===== src/hdl/tlct_pkg.sv =====
// Package for the text line/column tracker.
// Holds the transaction structs, the classification constants and the ratio constants.
// Used by every module of the tracker; depends on nothing.
`default_nettype none

package tlct_pkg;

  // Default width of the internal position counters.
  localparam int COUNT_BITS_DEF = 24;

  // Field widths fixed by the interface.
  localparam int CP_W    = 16;
  localparam int BLEN_W  = 3;
  localparam int LINE_W  = 25;
  localparam int POS_W   = 24;

  // Depth of the queue between the front and back parts.
  localparam int QUEUE_DEPTH = 4;

  // Character codes used by the classifier.
  localparam logic [CP_W-1:0] CH_CR    = 16'h000d;
  localparam logic [CP_W-1:0] CH_LF    = 16'h000a;
  localparam logic [CP_W-1:0] CH_SPACE = 16'h0020;
  localparam logic [CP_W-1:0] CH_TAB   = 16'h0009;
  localparam logic [CP_W-1:0] CH_FF    = 16'h000c;
  localparam logic [CP_W-1:0] CH_ZWSP  = 16'h200b;
  localparam logic [CP_W-1:0] CH_LC_A  = 16'h0061;
  localparam logic [CP_W-1:0] CH_LC_Z  = 16'h007a;
  localparam logic [CP_W-1:0] CH_UC_A  = 16'h0041;
  localparam logic [CP_W-1:0] CH_UC_Z  = 16'h005a;
  localparam logic [CP_W-1:0] CH_D0    = 16'h0030;
  localparam logic [CP_W-1:0] CH_D9    = 16'h0039;

  // floor(cr*100/lf) > 300 is the same as cr*100 >= lf*301.
  localparam int RATIO_SCALE = 100;
  localparam int RATIO_LIMIT = 300 + 1;
  // Extra product bits needed for a multiply by RATIO_LIMIT.
  localparam int PROD_XTRA   = $clog2(RATIO_LIMIT + 1);

  // Input transaction.
  typedef struct packed {
    logic [CP_W-1:0]   code_point;
    logic [BLEN_W-1:0] byte_length;
    logic              last_char;
  } tlct_in_t;

  // Classified item held in the queue.
  typedef struct packed {
    logic [BLEN_W-1:0] byte_length;
    logic              last_char;
    logic              is_cr;
    logic              is_lf;
    logic              is_space;
    logic              is_letter;
    logic              is_digit;
  } tlct_item_t;

  // Result transaction.
  typedef struct packed {
    logic [LINE_W-1:0] line;
    logic [LINE_W-1:0] column;
    logic [POS_W-1:0]  char_position;
    logic [POS_W-1:0]  byte_position;
    logic              at_end;
    logic              is_space;
    logic              is_crlf;
    logic              is_letter;
    logic              is_digit;
  } tlct_out_t;

endpackage

`default_nettype wire


===== src/hdl/text_line_column_tracker_top.sv =====
// Top level of the text line/column tracker.
// Instantiates tlct_front, tlct_queue and tlct_back; depends on tlct_pkg.
//
// The tracker takes one decoded character per transaction and returns one result per
// character: estimated 1-based line and column, character and byte positions, an
// end-of-buffer flag and character classes. A character is accepted every clock while the
// four-entry queue behind the classifier has room, and the back part retires one per
// clock while out_stall is low, so the sustained rate is one character per cycle then.
// An accepted character passes through the queue, then counter update, ratio products,
// and compare and select into the output register. Counters saturate at 2^COUNT_BITS - 1;
// once a character flagged as last is seen, further characters change no counter state.
`default_nettype none

module text_line_column_tracker_top #(
  parameter int COUNT_BITS = tlct_pkg::COUNT_BITS_DEF
) (
  input  wire                  clk,
  input  wire                  rst_n,
  input  wire                  in_valid,
  output logic                 in_stall,
  input  tlct_pkg::tlct_in_t   in_data,
  output logic                 out_valid,
  input  wire                  out_stall,
  output tlct_pkg::tlct_out_t  out_data
);

  tlct_pkg::tlct_item_t front_item;
  tlct_pkg::tlct_item_t q_item;
  logic                 q_full;
  logic                 q_valid;
  logic                 q_pop;

  assign in_stall = q_full;

  // Classify the incoming character.
  tlct_front u_front (
    .in_data_i (in_data),
    .item_o    (front_item)
  );

  // Decouple the classifier from the counter pipeline.
  tlct_queue u_queue (
    .clk         (clk),
    .rst_n       (rst_n),
    .push_i      (in_valid),
    .push_data_i (front_item),
    .full_o      (q_full),
    .pop_i       (q_pop),
    .valid_o     (q_valid),
    .pop_data_o  (q_item)
  );

  // Counters, estimate and result register.
  tlct_back #(
    .COUNT_BITS (COUNT_BITS)
  ) u_back (
    .clk          (clk),
    .rst_n        (rst_n),
    .item_valid_i (q_valid),
    .item_i       (q_item),
    .item_pop_o   (q_pop),
    .out_valid_o  (out_valid),
    .out_stall_i  (out_stall),
    .out_data_o   (out_data)
  );

endmodule

`default_nettype wire


===== src/hdl/tlct_front.sv =====
// Front part of the tracker: classifies each incoming character.
// Produces the queue entry (byte length, end flag, character classes).
// Depends on tlct_pkg.
`default_nettype none

module tlct_front (
  input  tlct_pkg::tlct_in_t   in_data_i,
  output tlct_pkg::tlct_item_t item_o
);

  logic [tlct_pkg::CP_W-1:0] cp;
  logic                      is_cr;
  logic                      is_lf;

  assign cp    = in_data_i.code_point;
  assign is_cr = (cp == tlct_pkg::CH_CR);
  assign is_lf = (cp == tlct_pkg::CH_LF);

  // Character classes; the back part masks them once the buffer has ended.
  always_comb begin
    item_o.byte_length = in_data_i.byte_length;
    item_o.last_char   = in_data_i.last_char;
    item_o.is_cr       = is_cr;
    item_o.is_lf       = is_lf;
    item_o.is_space    = (cp == tlct_pkg::CH_SPACE) || (cp == tlct_pkg::CH_TAB) ||
                         (cp == tlct_pkg::CH_FF) || (cp == tlct_pkg::CH_ZWSP) ||
                         is_cr || is_lf;
    item_o.is_letter   = ((cp >= tlct_pkg::CH_LC_A) && (cp <= tlct_pkg::CH_LC_Z)) ||
                         ((cp >= tlct_pkg::CH_UC_A) && (cp <= tlct_pkg::CH_UC_Z));
    item_o.is_digit    = (cp >= tlct_pkg::CH_D0) && (cp <= tlct_pkg::CH_D9);
  end

endmodule

`default_nettype wire


===== src/hdl/tlct_queue.sv =====
// Short FIFO between the front and back parts of the tracker.
// Stores classified items; full and empty come from a registered fill count.
// Depends on tlct_pkg.
`default_nettype none

module tlct_queue (
  input  wire                   clk,
  input  wire                   rst_n,
  input  wire                   push_i,
  input  tlct_pkg::tlct_item_t  push_data_i,
  output logic                  full_o,
  input  wire                   pop_i,
  output logic                  valid_o,
  output tlct_pkg::tlct_item_t  pop_data_o
);

  localparam int DEPTH = tlct_pkg::QUEUE_DEPTH;
  localparam int PTR_W = $clog2(DEPTH);
  localparam int CNT_W = $clog2(DEPTH + 1);

  tlct_pkg::tlct_item_t entry_r [DEPTH];
  logic [PTR_W-1:0] wr_ptr_r, wr_ptr_nxt;
  logic [PTR_W-1:0] rd_ptr_r, rd_ptr_nxt;
  logic [CNT_W-1:0] count_r, count_nxt;
  logic             do_push;
  logic             do_pop;

  assign full_o     = (count_r == CNT_W'(DEPTH));
  assign valid_o    = (count_r != '0);
  assign pop_data_o = entry_r[rd_ptr_r];
  assign do_push    = push_i && !full_o;
  assign do_pop     = pop_i && valid_o;

  // Pointer and fill count update.
  always_comb begin
    wr_ptr_nxt = wr_ptr_r;
    rd_ptr_nxt = rd_ptr_r;
    count_nxt  = count_r;
    if (do_push) begin
      wr_ptr_nxt = (wr_ptr_r == PTR_W'(DEPTH - 1)) ? '0 : wr_ptr_r + 1'b1;
    end
    if (do_pop) begin
      rd_ptr_nxt = (rd_ptr_r == PTR_W'(DEPTH - 1)) ? '0 : rd_ptr_r + 1'b1;
    end
    if (do_push && !do_pop) begin
      count_nxt = count_r + 1'b1;
    end else if (do_pop && !do_push) begin
      count_nxt = count_r - 1'b1;
    end
  end

  always_ff @(posedge clk) begin
    if (!rst_n) begin
      wr_ptr_r <= '0;
      rd_ptr_r <= '0;
      count_r  <= '0;
    end else begin
      wr_ptr_r <= wr_ptr_nxt;
      rd_ptr_r <= rd_ptr_nxt;
      count_r  <= count_nxt;
    end
  end

  // Entry storage needs no reset.
  always_ff @(posedge clk) begin
    if (do_push) begin
      entry_r[wr_ptr_r] <= push_data_i;
    end
  end

endmodule

`default_nettype wire


===== src/hdl/tlct_back.sv =====
// Back part of the tracker: saturating counters, line-ending estimate and result register.
// Three stages: counter update, ratio products, compare/select into the output register.
// Depends on tlct_pkg.
`default_nettype none

module tlct_back #(
  parameter int COUNT_BITS = tlct_pkg::COUNT_BITS_DEF
) (
  input  wire                   clk,
  input  wire                   rst_n,
  input  wire                   item_valid_i,
  input  tlct_pkg::tlct_item_t  item_i,
  output logic                  item_pop_o,
  output logic                  out_valid_o,
  input  wire                   out_stall_i,
  output tlct_pkg::tlct_out_t   out_data_o
);

  localparam int CW = COUNT_BITS;
  localparam int PW = COUNT_BITS + tlct_pkg::PROD_XTRA;

  // Running state.
  logic [CW-1:0] cr_r, lf_r, acr_r, alf_r, chr_r, byt_r;
  logic [CW-1:0] cr_nxt, lf_nxt, acr_nxt, alf_nxt, chr_nxt, byt_nxt;
  logic          ended_r, ended_nxt;
  logic [3:0]    flags_nxt;
  logic [CW:0]   byt_sum;

  // Stage 1: snapshot after the update.
  logic          s1_valid_r, s1_valid_nxt;
  logic [CW-1:0] s1_cr_r, s1_lf_r, s1_acr_r, s1_alf_r, s1_chr_r, s1_byt_r;
  logic          s1_ended_r;
  logic [3:0]    s1_flags_r;

  // Stage 2: ratio products and zero/equal tests.
  logic          s2_valid_r, s2_valid_nxt;
  logic [PW-1:0] s2_pcr_r, s2_plf_r;
  logic          s2_cr_nz_r, s2_eq_r;
  logic [CW-1:0] s2_cr_r, s2_lf_r, s2_acr_r, s2_alf_r, s2_chr_r, s2_byt_r;
  logic          s2_ended_r;
  logic [3:0]    s2_flags_r;

  // Output register.
  logic                 out_valid_r, out_valid_nxt;
  tlct_pkg::tlct_out_t  out_r, out_nxt;

  logic s1_load, s2_load, out_load;
  logic use_cr;
  logic [CW:0] line_full, col_full;

  // Stage advance: each stage moves when the next one is free or emptying.
  assign out_load   = s2_valid_r && (!out_valid_r || !out_stall_i);
  assign s2_load    = s1_valid_r && (!s2_valid_r || out_load);
  assign s1_load    = item_valid_i && (!s1_valid_r || s2_load);
  assign item_pop_o = s1_load;

  // Counter update for one character; nothing changes once the buffer has ended.
  always_comb begin
    cr_nxt    = cr_r;
    lf_nxt    = lf_r;
    acr_nxt   = acr_r;
    alf_nxt   = alf_r;
    chr_nxt   = chr_r;
    byt_nxt   = byt_r;
    ended_nxt = ended_r;
    flags_nxt = '0;
    byt_sum   = {1'b0, byt_r} + (CW+1)'(item_i.byte_length);
    if (!ended_r) begin
      flags_nxt = {item_i.is_space, item_i.is_cr || item_i.is_lf,
                   item_i.is_letter, item_i.is_digit};
      chr_nxt   = (chr_r == '1) ? chr_r : chr_r + 1'b1;
      byt_nxt   = byt_sum[CW] ? '1 : byt_sum[CW-1:0];
      if (item_i.is_cr) begin
        cr_nxt  = (cr_r == '1) ? cr_r : cr_r + 1'b1;
        acr_nxt = '0;
      end else begin
        acr_nxt = (acr_r == '1) ? acr_r : acr_r + 1'b1;
      end
      if (item_i.is_lf) begin
        lf_nxt  = (lf_r == '1) ? lf_r : lf_r + 1'b1;
        alf_nxt = '0;
      end else begin
        alf_nxt = (alf_r == '1) ? alf_r : alf_r + 1'b1;
      end
      ended_nxt = item_i.last_char;
    end
  end

  // CR and LF counts agree on the line when equal; a nonzero CR count with
  // cr*100 >= lf*301 means CR endings dominate (this also covers lf == 0).
  assign use_cr = s2_cr_nz_r && !s2_eq_r && (s2_pcr_r >= s2_plf_r);

  always_comb begin
    line_full = use_cr ? ({1'b0, s2_cr_r} + 1'b1) : ({1'b0, s2_lf_r} + 1'b1);
    col_full  = use_cr ? ({1'b0, s2_acr_r} + 1'b1) : ({1'b0, s2_alf_r} + 1'b1);
    out_nxt.line          = tlct_pkg::LINE_W'(line_full);
    out_nxt.column        = tlct_pkg::LINE_W'(col_full);
    out_nxt.char_position = tlct_pkg::POS_W'(s2_chr_r);
    out_nxt.byte_position = tlct_pkg::POS_W'(s2_byt_r);
    out_nxt.at_end        = s2_ended_r;
    out_nxt.is_space      = s2_flags_r[3];
    out_nxt.is_crlf       = s2_flags_r[2];
    out_nxt.is_letter     = s2_flags_r[1];
    out_nxt.is_digit      = s2_flags_r[0];
  end

  // Valid bits of the three stages.
  always_comb begin
    s1_valid_nxt = s1_load ? 1'b1 : (s2_load ? 1'b0 : s1_valid_r);
    s2_valid_nxt = s2_load ? 1'b1 : (out_load ? 1'b0 : s2_valid_r);
    out_valid_nxt = out_load ? 1'b1 : (out_stall_i ? out_valid_r : 1'b0);
  end

  // Control and counter state.
  always_ff @(posedge clk) begin
    if (!rst_n) begin
      cr_r        <= '0;
      lf_r        <= '0;
      acr_r       <= '0;
      alf_r       <= '0;
      chr_r       <= '0;
      byt_r       <= '0;
      ended_r     <= 1'b0;
      s1_valid_r  <= 1'b0;
      s2_valid_r  <= 1'b0;
      out_valid_r <= 1'b0;
    end else begin
      if (s1_load) begin
        cr_r    <= cr_nxt;
        lf_r    <= lf_nxt;
        acr_r   <= acr_nxt;
        alf_r   <= alf_nxt;
        chr_r   <= chr_nxt;
        byt_r   <= byt_nxt;
        ended_r <= ended_nxt;
      end
      s1_valid_r  <= s1_valid_nxt;
      s2_valid_r  <= s2_valid_nxt;
      out_valid_r <= out_valid_nxt;
    end
  end

  // Payload registers of the pipeline.
  always_ff @(posedge clk) begin
    if (s1_load) begin
      s1_cr_r    <= cr_nxt;
      s1_lf_r    <= lf_nxt;
      s1_acr_r   <= acr_nxt;
      s1_alf_r   <= alf_nxt;
      s1_chr_r   <= chr_nxt;
      s1_byt_r   <= byt_nxt;
      s1_ended_r <= ended_nxt;
      s1_flags_r <= flags_nxt;
    end
    if (s2_load) begin
      s2_pcr_r   <= PW'(s1_cr_r) * PW'(tlct_pkg::RATIO_SCALE);
      s2_plf_r   <= PW'(s1_lf_r) * PW'(tlct_pkg::RATIO_LIMIT);
      s2_cr_nz_r <= (s1_cr_r != '0);
      s2_eq_r    <= (s1_cr_r == s1_lf_r);
      s2_cr_r    <= s1_cr_r;
      s2_lf_r    <= s1_lf_r;
      s2_acr_r   <= s1_acr_r;
      s2_alf_r   <= s1_alf_r;
      s2_chr_r   <= s1_chr_r;
      s2_byt_r   <= s1_byt_r;
      s2_ended_r <= s1_ended_r;
      s2_flags_r <= s1_flags_r;
    end
    if (out_load) begin
      out_r <= out_nxt;
    end
  end

  assign out_valid_o = out_valid_r;
  assign out_data_o  = out_r;

endmodule

`default_nettype wire

===== config.mk =====
export PLATFORM = sky130hd
export DESIGN_NAME = text_line_column_tracker_top
export DESIGN_NICKNAME = d
export VERILOG_FILES = /design/src/hdl/tlct_pkg.sv /design/src/hdl/text_line_column_tracker_top.sv /design/src/hdl/tlct_front.sv /design/src/hdl/tlct_queue.sv /design/src/hdl/tlct_back.sv
export SDC_FILE = /design/constraint.sdc
export NUM_CORES = 1
export LEC_CHECK = 0
export ABC_CLOCK_PERIOD_IN_PS = 20000
export BUFFER_PORTS_ARGS = -buffer_cell sky130_fd_sc_hd__buf_2
export CAP_MARGIN = 10
export CORE_MARGIN = 4
export CORE_UTILIZATION = 55
export DETAILED_ROUTE_END_ITERATION = 10
export MAX_ROUTING_LAYER = met4
export PLACE_DENSITY = 0.69
export SLEW_MARGIN = 0
export SYNTH_ARGS = -nofsm -noshare
export SYNTH_HDL_FRONTEND = slang
export SYNTH_SLANG_ARGS = --single-unit
export TNS_END_PERCENT = 1

===== constraint.sdc =====
create_clock -name clk -period 20 [get_ports clk]
set_input_delay 2 -clock clk [delete_from_list [all_inputs] [get_ports clk]]
set_output_delay 2 -clock clk [all_outputs]
set_load 0.05 [all_outputs]

==> run_results.csv <==
group,metric,value,unit
run_status,outcome,"finished, final reports clean",
worst_setup_path,path_class,"reg -> reg",
worst_setup_path,worst_setup_path_end_kind,"flop",
sta,holdWs,0.409,ns
worst_setup_path,cp_slowest_cell,"fa_1",
layout,fillers,4816,
layout,area.sequential,18000,um2
route,finalWirelength,68900,um
clocking,insertion_delay,0.62,ns
synth,syn_area,34100,um2
sta,fin_crit,5.49,ns
sta,period_share,0.275,
clocking,clk_pin_slew,0.06,ns
synth,ys_seq_elements,653,
synth,synth.top_cell.area_share,0.437,
synth,yosysSeqAreaShare,0.529,
clocking,cts_tree,"done",
synth,async_flop_share,0,
layout,fin_nets,3399,
sta,setup_viol,0,
synth,yosysTopAreaCell,"edfxtp_1",
min_path,hp-class,"reg -> reg",
synth,yosysMostFrequentCell,"edfxtp_1",
sta,finClkSkew,0.0245,ns
global_routing,grt.total_usage,0.211,
synth,synth-main-ff-cell,"edfxtp_1",
clocking,hold_buffers,0,
placed_design,hpwl,49100,um
clocking,clockBufferDepth,3,
clocking,htreeDepth,3,
worst_setup_path,path_cells,"ha_1 -> inv_1 -> fa_1 -> inv_1 -> fa_1 -> inv_1 -> fa_1 -> inv_1 -> ha_1 -> a21o_1 -> a21o_1 -> a21o_1 -> a21oi_1 -> o21bai_1 -> a2111o_1 -> nand2_1 -> o31ai_1 -> o41ai_1 -> xnor2_1",
die,io_pins,129,
die,dieArea,66100,um2
clocking,cts_root_buffer,"clkbuf_16",
die,die_w,257,um
worst_setup_path,cpPeakStageDelay,0.54,ns
synth,synth_edf_count,496,
worst_setup_path,crit_path_max_fanout,5,
route,routedWlPerCell,17.4,um
layout,num_antenna_cells,0,
die,die_h,257,um
global_routing,grt_max_degree,148,
layout,syn_to_final_growth,11.2,%
sta,tightestPinTransition,1.03,ns
route,detail_route.first_pass.iterations,7,
worst_setup_path,startpoint_type,"flop",
layout,multi_input_area,14500,um2
synth,syn_nets,3272,
route,detail_route.iter0.violations,1276,
layout,drive_above_1_share,0.0949,
sta,fmax,0.182,GHz
clocking,cts-buffers-inserted,70,
synth,yosys_warnings,0,
worst_setup_path,crit_top_cell,"inv_1",
route,dr_total_vias,21600,
die,rows,91,
global_routing,grt_pass1_wl,110000,um
placed_design,gp_congestion,0.882,
global_routing,globalRouteOverflowTotal,0,
synth,yosys-top-cells-count,"edfxtp_1, inv_1, nand2_1",
clocking,numClockSinks,653,
placed_design,port_buffers,128,
worst_setup_path,worstPathRequired,20.34,ns
route,drc,0,
synth,syn_avg_cell_area,11.6,um2
synth,ys_types,86,
sta,maxSlewViolCount,0,
worst_setup_path,arrival,5.84,ns
sta,totalNegativeSetupSlack,0,ns
sta,hold_viol,0,
global_routing,grt_pass1_vias,21200,
route,ant_nets,0,
synth,synth_area_leaders,"edfxtp_1, dfxtp_1, ha_1, fa_1, xnor2_1",
sta,slew_headroom,0.316,
clocking,postCtsSetupBuffers,0,
synth,syn_inst,2945,
global_routing,antenna_found_initial,0,
sta,rsz0062_at_grt,"no",
die,core,61600,um2
clocking,cts_resized,0,
die,start_util,0.554,
route,via_per_inst,5.44,
run,drv_cap,0,
flip-flops by register name, summed over array words and instances, names as in the netlist, 26 cells and up, named ones only:
| signal | count |
|---|---|
| u_back.s2_pcr_r | 26 |
| u_queue.entry_r | 36 |
| u_back.s2_plf_r | 31 |
| u_back.out_data_o | 103 |
layout make-up:
type | count | share of cell area
clock buffer | 95 | 0.0527
multi-input combinational | 1885 | 0.383
tap | 837 | 0.0276
timing repair buffer | 141 | 0.0195
sequential | 653 | 0.475
inverter | 321 | 0.0320
clock inverter | 35 | 0.00979
critical path, delay by kind of cell, from the launching register on:
kind | cells | cell delay, ns
fa+ha+maj | 5 | 2.25
compound gates | 8 | 2.04
flops | 1 | 0.50
buf+inv | 4 | 0.23
simple gates | 1 | 0.11
xor+xnor | 1 | 0.11
layer usage:
layer / share of wire / up-vias / wire, um / track usage
li1: - / 10500 / - / -
met1: 0.45 / 10500 / 31200 / 0.288
met2: 0.47 / 514 / 32500 / 0.335
met3: 0.051 / 107 / 3490 / 0.0344
met4: 0.024 / 0 / 1670 / 0.0570
met5: 0 / - / 0 / -
path summary, 6_finish.rpt:
check,startpoint,to,slack (ns),depth (start not counted)
min reg2reg,u_back.s2_ended_r,u_back.out_data_o[4],0.41,0
max,u_back.s1_lf_r[12],u_back.s2_plf_r[31],14.51,19
min,u_back.s2_ended_r,u_back.out_data_o[4],0.41,0
max reg2reg,u_back.s1_lf_r[12],u_back.s2_plf_r[31],14.51,19
through the flow:
step            util  std cells  instance area (um2)  setup WS (ns)
2_1_floorplan      -       2945                34100           7.80
5_1_grt        0.616       3967                37900          14.28
3_5_place_dp   0.577       3837                35600          14.53
3_3_place_gp   0.577       3837                35600          14.63
6_report       0.616       3967                37900          14.51
4_1_cts        0.616       3967                37900          14.51
kinds of logic (layout without fill, tap and decap cells):
logic type | after synthesis | after routing | share of synthesized area
simple gates | 862 | 862 | 0.126
flops | 653 | 653 | 0.529
buf+inv | 407 | 592 | 0.0464
compound gates | 344 | 344 | 0.0659
xor+xnor | 305 | 305 | 0.0783
fa+ha+maj | 303 | 303 | 0.129
mux | 71 | 71 | 0.0253
cells in the final DEF (no fill, tap or decap), drive strengths merged, types with 9 or more instances in the layout:
cell type	count
ha	220
a21boi	57
a31oi	20
mux4	9
xnor2	175
nand4	54
nor2	180
and2	65
xor2	130
clkbuf	95
mux2i	53
buf	141
mux2	9
or3	39
dfxtp	157
nor3b	10
o21ai	79
clkinv	18
edfxtp	496
and3	27
nand3	109
fa	83
inv	331
nor4	20
a21oi	87
and4	17
or2	9
nor2b	24
nor3	45
nand2	237
o21bai	13
o31ai	15
nand2b	9
a21o	25
Power is not shown: default switching activity piles up to over one toggle a cycle in this logic, so the estimate is an artifact.
